### src/sv/plru_pkg.sv
// Shared types, codes and constants of the tree pseudo-LRU replacement block.
package plru_pkg;

    localparam int DEF_NUM_WAYS = 8;
    localparam int DEF_NUM_SETS = 64;

    localparam int OP_FIELD_W   = 2;
    localparam int SET_FIELD_W  = 6;
    localparam int WAY_FIELD_W  = 3;
    localparam int MASK_FIELD_W = 8;
    localparam int SET_IDX_N    = 1 << SET_FIELD_W;

    localparam int QDEPTH = 2;

    localparam logic [OP_FIELD_W-1:0] CMD_TOUCH  = 2'd0;
    localparam logic [OP_FIELD_W-1:0] CMD_INVAL  = 2'd1;
    localparam logic [OP_FIELD_W-1:0] CMD_VICTIM = 2'd2;

    typedef struct packed {
        logic [OP_FIELD_W-1:0]   operation;
        logic [SET_FIELD_W-1:0]  set_index;
        logic [WAY_FIELD_W-1:0]  way;
        logic [MASK_FIELD_W-1:0] candidate_mask;
    } plru_req_t;

    typedef struct packed {
        logic [WAY_FIELD_W-1:0] victim_way;
        logic                   no_candidate;
    } plru_res_t;

    typedef enum logic [1:0] {
        KIND_TOUCH,
        KIND_INVAL,
        KIND_VICTIM
    } plru_kind_t;

    typedef struct packed {
        plru_kind_t              kind;
        logic [SET_FIELD_W-1:0]  set_index;
        logic [WAY_FIELD_W-1:0]  way;
        logic [MASK_FIELD_W-1:0] candidate_mask;
    } plru_qent_t;

    typedef struct packed {
        logic       valid;
        plru_qent_t ent;
    } plru_qhead_t;

    typedef struct packed {
        logic pop;
        logic clearing;
    } plru_bstat_t;

    typedef enum logic [1:0] {
        ST_CLEAR,
        ST_IDLE,
        ST_EXEC
    } plru_state_t;

endpackage

### src/sv/plru_front.sv
// Command front end: accepts items, classifies them, queues known operations.
module plru_front (
    input  logic                  clk,
    input  logic                  rst_n,
    input  logic                  start,
    output logic                  busy,
    input  plru_pkg::plru_req_t   request,
    input  plru_pkg::plru_bstat_t bstat,
    output plru_pkg::plru_qhead_t head
);

    localparam int QPTR_W = (plru_pkg::QDEPTH > 1) ? $clog2(plru_pkg::QDEPTH) : 1;
    localparam int QCNT_W = $clog2(plru_pkg::QDEPTH + 1);

    plru_pkg::plru_qent_t q_reg [plru_pkg::QDEPTH];
    logic [QPTR_W-1:0] wr_ptr_reg, wr_ptr_next;
    logic [QPTR_W-1:0] rd_ptr_reg, rd_ptr_next;
    logic [QCNT_W-1:0] cnt_reg, cnt_next;

    logic                 push;
    logic                 known;
    plru_pkg::plru_qent_t ent;

    always_comb
    begin
        known = 1'b1;
        ent.kind = plru_pkg::KIND_TOUCH;
        case (request.operation)
            plru_pkg::CMD_TOUCH:  ent.kind = plru_pkg::KIND_TOUCH;
            plru_pkg::CMD_INVAL:  ent.kind = plru_pkg::KIND_INVAL;
            plru_pkg::CMD_VICTIM: ent.kind = plru_pkg::KIND_VICTIM;
            default:              known = 1'b0;
        endcase
        ent.set_index      = request.set_index;
        ent.way            = request.way;
        ent.candidate_mask = request.candidate_mask;
    end

    assign busy = (cnt_reg == QCNT_W'(plru_pkg::QDEPTH)) || bstat.clearing;
    assign push = start && !busy && known;

    always_comb
    begin
        wr_ptr_next = wr_ptr_reg;
        rd_ptr_next = rd_ptr_reg;
        cnt_next    = cnt_reg;
        if (push)
        begin
            wr_ptr_next = (wr_ptr_reg == QPTR_W'(plru_pkg::QDEPTH - 1)) ? '0 : wr_ptr_reg + 1'b1;
        end
        if (bstat.pop)
        begin
            rd_ptr_next = (rd_ptr_reg == QPTR_W'(plru_pkg::QDEPTH - 1)) ? '0 : rd_ptr_reg + 1'b1;
        end
        if (push && !bstat.pop)
        begin
            cnt_next = cnt_reg + 1'b1;
        end
        else if (!push && bstat.pop)
        begin
            cnt_next = cnt_reg - 1'b1;
        end
    end

    always_ff @(posedge clk or negedge rst_n)
    begin
        if (!rst_n)
        begin
            wr_ptr_reg <= '0;
            rd_ptr_reg <= '0;
            cnt_reg    <= '0;
        end
        else
        begin
            wr_ptr_reg <= wr_ptr_next;
            rd_ptr_reg <= rd_ptr_next;
            cnt_reg    <= cnt_next;
        end
    end

    always_ff @(posedge clk)
    begin
        if (push)
        begin
            q_reg[wr_ptr_reg] <= ent;
        end
    end

    assign head.valid = (cnt_reg != '0);
    assign head.ent   = q_reg[rd_ptr_reg];

endmodule

### src/sv/plru_back.sv
// Execution back end: holds the per-set trees and carries out queued items.
module plru_back #(
    parameter int NUM_WAYS = plru_pkg::DEF_NUM_WAYS,
    parameter int NUM_SETS = plru_pkg::DEF_NUM_SETS
) (
    input  logic                  clk,
    input  logic                  rst_n,
    input  plru_pkg::plru_qhead_t head,
    output plru_pkg::plru_bstat_t bstat,
    output logic                  result_valid,
    output plru_pkg::plru_res_t   result
);

    localparam int LEVELS     = $clog2(NUM_WAYS);
    localparam int WAY_W      = LEVELS;
    localparam int TREE_W     = NUM_WAYS - 1;
    localparam int ALL_W      = 2 * NUM_WAYS - 1;
    localparam int SET_W      = (NUM_SETS > 1) ? $clog2(NUM_SETS) : 1;
    localparam int MASK_EXT_W = (NUM_WAYS > plru_pkg::MASK_FIELD_W) ?
                                NUM_WAYS : plru_pkg::MASK_FIELD_W;
    localparam int VW         = plru_pkg::WAY_FIELD_W;

    function automatic logic [plru_pkg::SET_IDX_N-1:0][SET_W-1:0] build_set_map();
        logic [plru_pkg::SET_IDX_N-1:0][SET_W-1:0] tbl;
        int c;
        int i;
        c = 0;
        for (i = 0; i < plru_pkg::SET_IDX_N; i++)
        begin
            tbl[i] = SET_W'(c);
            c = (c + 1 == NUM_SETS) ? 0 : c + 1;
        end
        return tbl;
    endfunction

    localparam logic [plru_pkg::SET_IDX_N-1:0][SET_W-1:0] SET_MAP = build_set_map();

    function automatic logic [TREE_W-1:0] update_path(input logic [TREE_W-1:0] bits,
                                                      input logic [WAY_W-1:0]  w,
                                                      input logic              toward);
        logic [TREE_W-1:0] res;
        int l;
        int p;
        res = bits;
        for (l = 0; l < LEVELS; l++)
        begin
            for (p = 0; p < (1 << l); p++)
            begin
                if ((int'(w) >> (LEVELS - l)) == p)
                begin
                    res[(1 << l) - 1 + p] = toward ? w[LEVELS-1-l] : !w[LEVELS-1-l];
                end
            end
        end
        return res;
    endfunction

    function automatic logic [WAY_W-1:0] pick_way(input logic [TREE_W-1:0]   bits,
                                                  input logic [NUM_WAYS-1:0] m);
        logic [ALL_W-1:0]  has;
        logic [TREE_W-1:0] go_r;
        logic [WAY_W-1:0]  v;
        logic              d;
        int k;
        int l;
        int p;
        has = '0;
        for (k = 0; k < NUM_WAYS; k++)
        begin
            has[TREE_W + k] = m[k];
        end
        for (k = TREE_W - 1; k >= 0; k--)
        begin
            has[k] = has[2*k + 1] | has[2*k + 2];
        end
        for (k = 0; k < TREE_W; k++)
        begin
            go_r[k] = !has[2*k + 1] || (has[2*k + 2] && bits[k]);
        end
        v = '0;
        for (l = 0; l < LEVELS; l++)
        begin
            d = 1'b0;
            for (p = 0; p < (1 << l); p++)
            begin
                if (int'(v) == p)
                begin
                    d = go_r[(1 << l) - 1 + p];
                end
            end
            v = (v << 1) | WAY_W'(d);
        end
        return v;
    endfunction

    logic [TREE_W-1:0] plru_mem_reg [NUM_SETS];

    plru_pkg::plru_state_t state_reg, state_next;
    logic [SET_W-1:0]      clr_cnt_reg, clr_cnt_next;
    plru_pkg::plru_qent_t  item_reg;
    logic [SET_W-1:0]      set_reg;
    logic [TREE_W-1:0]     rd_data_reg;
    logic                  result_valid_reg, result_valid_next;
    plru_pkg::plru_res_t   result_reg, result_next;

    logic                  pop;
    logic                  mem_we;
    logic [SET_W-1:0]      mem_wa;
    logic [TREE_W-1:0]     mem_wd;
    logic [SET_W-1:0]      rd_set;
    logic [WAY_W-1:0]      way_r;
    logic [MASK_EXT_W-1:0] mask_ext;
    logic [NUM_WAYS-1:0]   mask_r;
    logic [TREE_W-1:0]     upd_bits;
    logic [WAY_W-1:0]      vic_way;
    logic                  empty;

    assign rd_set   = SET_MAP[head.ent.set_index];
    assign way_r    = WAY_W'(item_reg.way);
    assign mask_ext = MASK_EXT_W'(item_reg.candidate_mask);
    assign mask_r   = mask_ext[NUM_WAYS-1:0];
    assign upd_bits = update_path(rd_data_reg, way_r, item_reg.kind == plru_pkg::KIND_INVAL);
    assign vic_way  = pick_way(rd_data_reg, mask_r);
    assign empty    = (mask_r == '0);

    always_comb
    begin
        state_next = state_reg;
        case (state_reg)
            plru_pkg::ST_CLEAR:
            begin
                if (clr_cnt_reg == SET_W'(NUM_SETS - 1))
                begin
                    state_next = plru_pkg::ST_IDLE;
                end
            end
            plru_pkg::ST_IDLE:
            begin
                if (head.valid)
                begin
                    state_next = plru_pkg::ST_EXEC;
                end
            end
            plru_pkg::ST_EXEC:
            begin
                state_next = plru_pkg::ST_IDLE;
            end
            default:
            begin
                state_next = plru_pkg::ST_IDLE;
            end
        endcase
    end

    always_comb
    begin
        pop               = 1'b0;
        mem_we            = 1'b0;
        mem_wa            = set_reg;
        mem_wd            = upd_bits;
        clr_cnt_next      = clr_cnt_reg;
        result_valid_next = 1'b0;
        result_next.victim_way   = empty ? '0 : VW'(vic_way);
        result_next.no_candidate = empty;
        bstat.clearing    = 1'b0;
        case (state_reg)
            plru_pkg::ST_CLEAR:
            begin
                bstat.clearing = 1'b1;
                mem_we         = 1'b1;
                mem_wa         = clr_cnt_reg;
                mem_wd         = '0;
                clr_cnt_next   = clr_cnt_reg + 1'b1;
            end
            plru_pkg::ST_IDLE:
            begin
                pop = head.valid;
            end
            plru_pkg::ST_EXEC:
            begin
                if (item_reg.kind == plru_pkg::KIND_VICTIM)
                begin
                    result_valid_next = 1'b1;
                end
                else
                begin
                    mem_we = 1'b1;
                end
            end
            default:
            begin
                pop = 1'b0;
            end
        endcase
        bstat.pop = pop;
    end

    always_ff @(posedge clk or negedge rst_n)
    begin
        if (!rst_n)
        begin
            state_reg        <= plru_pkg::ST_CLEAR;
            clr_cnt_reg      <= '0;
            result_valid_reg <= 1'b0;
        end
        else
        begin
            state_reg        <= state_next;
            clr_cnt_reg      <= clr_cnt_next;
            result_valid_reg <= result_valid_next;
        end
    end

    always_ff @(posedge clk)
    begin
        if (pop)
        begin
            item_reg <= head.ent;
            set_reg  <= rd_set;
        end
        if (result_valid_next)
        begin
            result_reg <= result_next;
        end
    end

    always_ff @(posedge clk)
    begin
        if (mem_we)
        begin
            plru_mem_reg[mem_wa] <= mem_wd;
        end
        if (pop)
        begin
            rd_data_reg <= plru_mem_reg[rd_set];
        end
    end

    assign result_valid = result_valid_reg;
    assign result       = result_reg;

endmodule

### src/sv/tree_plru_replacement.sv
// Top level of the tree pseudo-LRU replacement block.
//
// An item is taken when start is high and busy is low; a two-entry queue sits
// between the command front end and the execution unit, so up to two items can
// be taken while another is being carried out. In the execution unit each item
// first has its set's tree read from the tree memory and then has the updated
// tree written back or its victim formed. A victim result shows on result for
// one cycle with result_valid high, registered from that victim step, and it
// cannot be held off. After reset the tree memory is cleared one set per cycle,
// and busy stays high until that is done.
module tree_plru_replacement #(
    parameter int NUM_WAYS = plru_pkg::DEF_NUM_WAYS,
    parameter int NUM_SETS = plru_pkg::DEF_NUM_SETS
) (
    input  logic                clk,
    input  logic                rst_n,
    input  logic                start,
    output logic                busy,
    input  plru_pkg::plru_req_t request,
    output logic                result_valid,
    output plru_pkg::plru_res_t result
);

    plru_pkg::plru_qhead_t head;
    plru_pkg::plru_bstat_t bstat;

    plru_front u_front (
        .clk     (clk),
        .rst_n   (rst_n),
        .start   (start),
        .busy    (busy),
        .request (request),
        .bstat   (bstat),
        .head    (head)
    );

    plru_back #(
        .NUM_WAYS (NUM_WAYS),
        .NUM_SETS (NUM_SETS)
    ) u_back (
        .clk          (clk),
        .rst_n        (rst_n),
        .head         (head),
        .bstat        (bstat),
        .result_valid (result_valid),
        .result       (result)
    );

endmodule

### config.mk
export PLATFORM = sky130hd
export DESIGN_NAME = tree_plru_replacement
export DESIGN_NICKNAME = d
export VERILOG_FILES = /design/src/sv/plru_pkg.sv /design/src/sv/plru_front.sv /design/src/sv/plru_back.sv /design/src/sv/tree_plru_replacement.sv
export SDC_FILE = /design/constraint.sdc
export NUM_CORES = 1
export LEC_CHECK = 0
export ABC_CLOCK_PERIOD_IN_PS = 4100
export BUFFER_PORTS_ARGS = -buffer_cell sky130_fd_sc_hd__buf_2
export CORE_MARGIN = 3
export CORE_UTILIZATION = 29
export DETAILED_ROUTE_END_ITERATION = 7
export SLEW_MARGIN = 30
export SYNTH_ARGS = -nofsm -noshare
export SYNTH_HDL_FRONTEND = slang
export SYNTH_SLANG_ARGS = --single-unit
### constraint.sdc
create_clock -name clk -period 4.1 [get_ports clk]
set_input_delay 0.615 -clock clk [delete_from_list [all_inputs] [get_ports clk]]
set_output_delay 0.615 -clock clk [all_outputs]
set_load 0.005 [all_outputs]
### Word level (Yosys, flattened, before mapping)

Memory sizes are Yosys's and may differ from the RTL's. A register that Yosys moved wholly into a read port is not among the register bits.
Index checks and enable logic that the tools add are counted.

* bits in registers: 36
* bits in writable memories: 486
* bits in read-only memories: 384
* input port bits: 22
* output and inout bits: 6
* logic and storage cells: 125
* memories: 3

* $add $sub $neg: 5
* order comparisons: 1
* eq/ne operators: 16
* muxes and demuxes: 37
* bitwise logic cells: 8
* reductions and logical operators: 43

Memory list
* u_back.plru_mem_reg: depth 64, bits a word 7, rd ports 1, clocked after memory_dff 1, write ports 1, RTL line plru_back.sv:96 `logic [TREE_W-1:0] plru_mem_reg [NUM_SETS];`
* (name not given): depth 64, bits a word 6, rd ports 1, clocked after memory_dff 0, write ports 0, RTL line plru_back.sv:118 `assign rd_set = SET_MAP[head.ent.set_index];`
* u_front.q_reg: depth 2, bits a word 19, rd ports 1, clocked after memory_dff 0, write ports 1, RTL line plru_front.sv:15 `plru_pkg::plru_qent_t q_reg [plru_pkg::QDEPTH];`

Operators with widths (number)
* 32-bit logical NOT: 2
* 1-bit 2-to-1 mux: 27
* 1-bit logical NOT: 13
* 2-bit == test, second input constant: 6
* 6-bit 2-to-1 mux: 2
* 1-bit logical AND: 11
* 2-bit by 1-bit == test with 1-bit output, second input constant: 4
* 8-bit logical NOT: 1
* 1-bit logical OR: 8
* 2-bit 2-to-1 mux: 4
* 2-bit one-hot mux with 2 select lines: 2
* 6-bit by 7-bit less-than comparator with 1-bit output, second input constant: 1
* 7-bit 2-to-1 mux: 1
* 6-bit by 1-bit adder with 6-bit output, second input constant: 1
* 3-bit == test, second input constant: 2
* 6-bit == test, second input constant: 1
* 3-bit logical NOT: 2
* 1-bit OR: 6
* 2-bit logical NOT: 2
* 2-bit by 1-bit inequality test with 1-bit output, second input constant: 2
* 2-bit nonzero test: 2
* 3-bit by 2-bit == test with 1-bit output, second input constant: 1
* 3-bit by 1-bit OR with 3-bit output: 1
* 3-bit OR reduction: 1
* 6 further kinds: 7

### Logic depth before layout (Yosys ltp)

* depth after elaboration: 14
* gate-level depth with buffers: 9

### Hierarchy

A second synthesis with hierarchy kept.

* cells, all modules: 1045
* area total of the unflattened synthesis: 20847.5 um^2

By module, submodules not included
* plru_back: times used 1, cells an instance 965, area an instance 19246.0 um^2
* plru_front: times used 1, cells an instance 80, area an instance 1601.5 um^2

### Worst setup path before layout

Ideal clock, no wire load.

* kind: register to register
* start point: register u_front.cnt_reg[0]
* end point: register u_front.cnt_reg[1]
* arrival time: 3403 ps
* required time: 4021 ps
* setup slack: 618 ps
* cell stages (with the launch flop): 8
* cell sequence: dfrtp_1 nor2_1 nor3b_1 inv_1 ha_1 xor2_1 nor2_1 xor2_1

* elaborated cells between the ends (all ways): 16

RTL lines
* start: declaration: RTL line plru_front.sv:18 `logic [QCNT_W-1:0] cnt_reg, cnt_next;`
* start signal: assignment: RTL line plru_front.sv:77 `cnt_reg <= cnt_next;`
* 2-bit nonzero test *: RTL line plru_front.sv:89 `assign head.valid = (cnt_reg != '0);`
* 1-bit 2-to-1 mux *: RTL line plru_back.sv:166 `case (state_reg)`
* via u_back.pop: RTL line plru_back.sv:106 `logic pop;`
* 1-bit logical NOT: RTL line plru_front.sv:55 `if (push && !bstat.pop)`
* 1-bit logical AND: RTL line plru_front.sv:55
* 2-bit 2-to-1 mux or 2-bit nonzero test (tied branches)

The timed path passes the listed nets; every way through them passes the cells marked *. The select of a mux whose other input is x is not followed.
A chain may end at the register's enable or synchronous reset.

### Worst setup path in the final report

* start point: register u_front.rd_ptr_reg
* end point: register u_back.rd_data_reg[3] (read register of u_back.plru_mem_reg) (data pin)

* word-level cells in the longest chain between the ends: 3

RTL lines
* start: declaration: RTL line plru_front.sv:17 `logic [QPTR_W-1:0] rd_ptr_reg, rd_ptr_next;`
* start signal: assignment: RTL line plru_front.sv:76 `rd_ptr_reg <= rd_ptr_next;`
* memory 2 x 19 bit
* memory 64 x 6 bit
* 6-bit 2-to-1 mux (not written as such): RTL line plru_back.sv:118
* end: declaration: RTL line plru_back.sv:102 `logic [TREE_W-1:0] rd_data_reg;`

No other way between the ends. The select of a mux whose other input is x is not followed.

==> flow_summary_export.csv <==
group,metric,value,unit
timing,fin_clk_skew,0.0191,ns
finish,proportion_of_layout_cells_with_a_drive_suffix_above_1,10.8,%
synthesis,ys.warnings.count,0,
route,routed-via-count,16504,
die,floorplan.initialDensity,29.5,%
timing,min_period,3.43,ns
worst_setup_path,worst_ep_required_time,4.45,ns
finish,antenna_cells,0,
route,initialDrtViolationCount,1879,
clock_tree,cts.htree.levels,2,
clock_tree,tritoncts_clock_tree,"yes",
worst_setup_path,r2r_start,"u_front.rd_ptr_reg$_DFFE_PN0P_",
timing,timing.slew.headroom,37.3,%
die,coreArea,0.0826,sq mm
hold_path,timing.hold.worst.class,"in -> reg",
die,chipWidth,296,microns
timing,unrepaired_setup_endpoints_after_global_routing,"no",
clock_tree,clkLatencyLatePin,0.62,ns
synthesis,postSynthNetCount,1961,
finish,mostFrequentLayoutCell,"sky130_fd_sc_hd__edfxtp_1",
global_routing,grt_start_max_net_pins,127,
timing,worstMarginPinSlew,0.940,ns
hold_path,worstHoldStart,"request[2]",
placed_design,place_worst_setup_slack,0.675,ns
placed_design,dp.cells,2975,
hold_path,worstHoldPathCells,1,
die,die_h,296,microns
placed_design,place_area,0.0260,sq mm
timing,final_setup_vio_count,0,
synthesis,ys_seq_area_share,64.9,%
synthesis,synth_edf_count,516,
run_status,status,"completed",
synthesis,synth.area.top_cells,"sky130_fd_sc_hd__edfxtp_1 64%, sky130_fd_sc_hd__nand2b_1 10%, sky130_fd_sc_hd__a22oi_1 6.9%, sky130_fd_sc_hd__a21oi_1 2.2%, sky130_fd_sc_hd__o22ai_1 1.8%",
placed_design,hpwl_after_detailed_placement,40800,microns
placed_design,portBuffers,27,
global_routing,globalRouteOverflowTotal,0,
finish,nNetsFinal,1989,
timing,final_slew_viol_count,0,
synthesis,synth_area_per_cell,12.6,sq um
global_routing,groute.usage.overall,15.3,%
synthesis,syn-instance-count,1937,
timing,worst_slack,0.673,ns
route,dr.pass1.iters,6,
worst_setup_path,critical_path.slowest_cell,"sky130_fd_sc_hd__nor2b_4",
route,drc,0,
clock_tree,cts.clk_slew.worst_paths,0.06,ns
route,vias_per_cell,5.36,
die,io_pins,28,
placed_design,finalWeightedCongestion,0.840,
timing,achievable-frequency,292,MHz
worst_setup_path,worst_r2r_path_depth,7,
worst_setup_path,crit_chain,"nor2b_4 -> buf_12 -> a22oi_1 -> o221ai_1 -> o22ai_1 -> nor3_1 -> nor4_2",
die,dieArea,0.0875,sq mm
timing,final.setup.tns,0,ns
global_routing,via_count_of_the_first_global_routing_pass,16376,
worst_setup_path,max_stage_delay,0.81,ns
worst_setup_path,worst_setup_path_end_kind,"flip-flop",
synthesis,synthDominantCellAreaShare,63.6,%
worst_setup_path,critical_path.startpoint_type,"flip-flop",
worst_setup_path,timing.reg2reg.setup_slack,0.67,ns
hold_path,hold-path-endpoint,"u_front.q_reg[0][2]$_DFFE_PP_",
global_routing,grt_first_pass_wirelength,103000,microns
clock_tree,numCtsBuffers,56,
timing,post-route-period-util,83.6,%
clock_tree,clock_sinks,529,
route,wl_per_cell,22.0,microns
clock_tree,cts_root_buf,"sky130_fd_sc_hd__clkbuf_16",
synthesis,synth.ff_latch_count,529,
synthesis,synth_area,0.0244,sq mm
worst_setup_path,crit_fanout,53,
die,rows,105,
route,postRouteAntennaNets,0,
clock_tree,cts.path.max_buffers,3,
worst_setup_path,r2r-end,"u_back.rd_data_reg[3]$_DFFE_PP_",
finish,post_synthesis_to_final_layout_area_growth,14.4,%
worst_setup_path,setup.worst_path.class,"reg -> reg",
synthesis,yosys_most_used_dff,"sky130_fd_sc_hd__edfxtp_1",
finish,design_area,0.0279,sq mm
finish,layoutNonFillerInstCount,3079,
global_routing,antenna_found_initial,1,
timing,timing.final.hold_violations,0,
synthesis,postSynth.asyncResetShare,2.46,%
route,routed_wirelength,67600,microns
power,power.density_cell_area,395,mW/mm^2
finish,most-common-layout-cells,"516 x sky130_fd_sc_hd__edfxtp_1, 398 x sky130_fd_sc_hd__nand2b_1, 224 x sky130_fd_sc_hd__a22oi_1",
finish,largest_register_ff_count,448,
synthesis,post_synth_num_cell_types,48,
synthesis,netlist.top_cell.by_area,"sky130_fd_sc_hd__edfxtp_1",
power,irDropWorstVdd,0.321,mV
power,leakage,8.47,nW
clock_tree,cts_setup_buffers,0,
job,timing.max_cap.violations,0,
worst_setup_path,critPathArrivalTime,3.78,ns
-- report_power, final --
group | total, mW | switching (mW) | leakage, nW | internal (mW)
combinational | 0.0192 | 0.0108 | 3.68 | 0.00836
clock | 5.14 | 2.12 | 0.901 | 3.02
sequential | 5.85 | 0 | 3.88 | 5.85
-- cell usage after synthesis (all sizes together), types with 2 or more instances --
cell,n
nand3,12
and3,5
nor3,18
o21ai,120
ha,2
clkbuf,78
a31oi,2
a22oi,224
mux2,17
nor2b,8
mux2i,11
nand2b,398
inv,41
and2,3
o31ai,14
o221ai,43
nand4,15
a21oi,107
dfrtp,13
nand2,25
nor4,8
nor2,107
nand3b,3
or2,3
buf,46
o22ai,73
edfxtp,516
xor2,5
a21boi,2
xnor2,8
nor3b,2
-- per-layer routing --
| layer | wire, microns | GRT usage [%] | share of wire, % | vias to the layer above |
|---|---|---|---|---|
| li1 | - | - | - | 7432 |
| met2 | 31900 | 24.9 | 47 | 663 |
| met1 | 29000 | 21.0 | 43 | 8283 |
| met5 | 13 | 0 | 0.019 | - |
| met4 | 1890 | 4.89 | 2.8 | 2 |
| met3 | 4780 | 2.46 | 7.1 | 124 |
-- critical path: cells and delay by family (launching register included) --
family | cells | cell delay (ns)
simple gates | 3 | 1.45
flops | 1 | 0.67
compound gates | 3 | 0.62
buf+inv | 1 | 0.36
-- how the worst max path moves through the flow --
stage	cells after the start	slack (ns)	endpoint	startpoint
after global placement	7	0.71	u_back.rd_data_reg[1]$_DFFE_PP_	u_front.rd_ptr_reg$_DFFE_PN0P_
after floorplan	7	0.62	u_front.cnt_reg[1]$_DFFE_PN0P_	u_front.cnt_reg[0]$_DFFE_PN0P_
after global routing	7	0.53	u_back.rd_data_reg[3]$_DFFE_PP_	u_front.rd_ptr_reg$_DFFE_PN0P_
final	7	0.67	u_back.rd_data_reg[3]$_DFFE_PP_	u_front.rd_ptr_reg$_DFFE_PN0P_
after CTS	7	0.66	u_back.rd_data_reg[1]$_DFFE_PP_	u_front.rd_ptr_reg$_DFFE_PN0P_
after detailed placement	7	0.67	u_back.rd_data_reg[1]$_DFFE_PP_	u_front.rd_ptr_reg$_DFFE_PN0P_
-- area by class of cell --
type                       count  area, sq um
fill                        7938        54800
sequential                   529        15800
multi-input combinational   1243         7890
clock buffer                  68         1500
tap                         1070         1340
timing repair buffer          94          823
clock inverter                34          344
inverter                      41          154
-- cell families (layout without fill, tap and decap cells) --
group / count (synthesis) / in the layout / synth area share, %
compound gates: 589 / 589 / 15.7
xor+xnor: 13 / 13 / 0.467
fa+ha+maj: 2 / 2 / 0.103
buf+inv: 165 / 237 / 3.11
flops: 529 / 529 / 64.9
mux: 28 / 28 / 1.25
simple gates: 611 / 611 / 14.4
-- what timing repair did --
action / in CTS / in global routing
hold endpoints to repair: 13 / 0
hold buffers: 1 / 0
gates resized for setup: 0 / 0
-- through the flow --
step	power, mW	hold WS [ns]	utilization, %
2_1_floorplan	5.96	0.319	-
3_3_place_gp	5.98	0.479	31.4
3_5_place_dp	5.98	0.494	31.5
4_1_cts	11.1	0.156	33.7
5_1_grt	11.3	0.166	33.7
6_report	11.0	0.193	33.7
No activity file was read; power rests on OpenSTA's default activity.
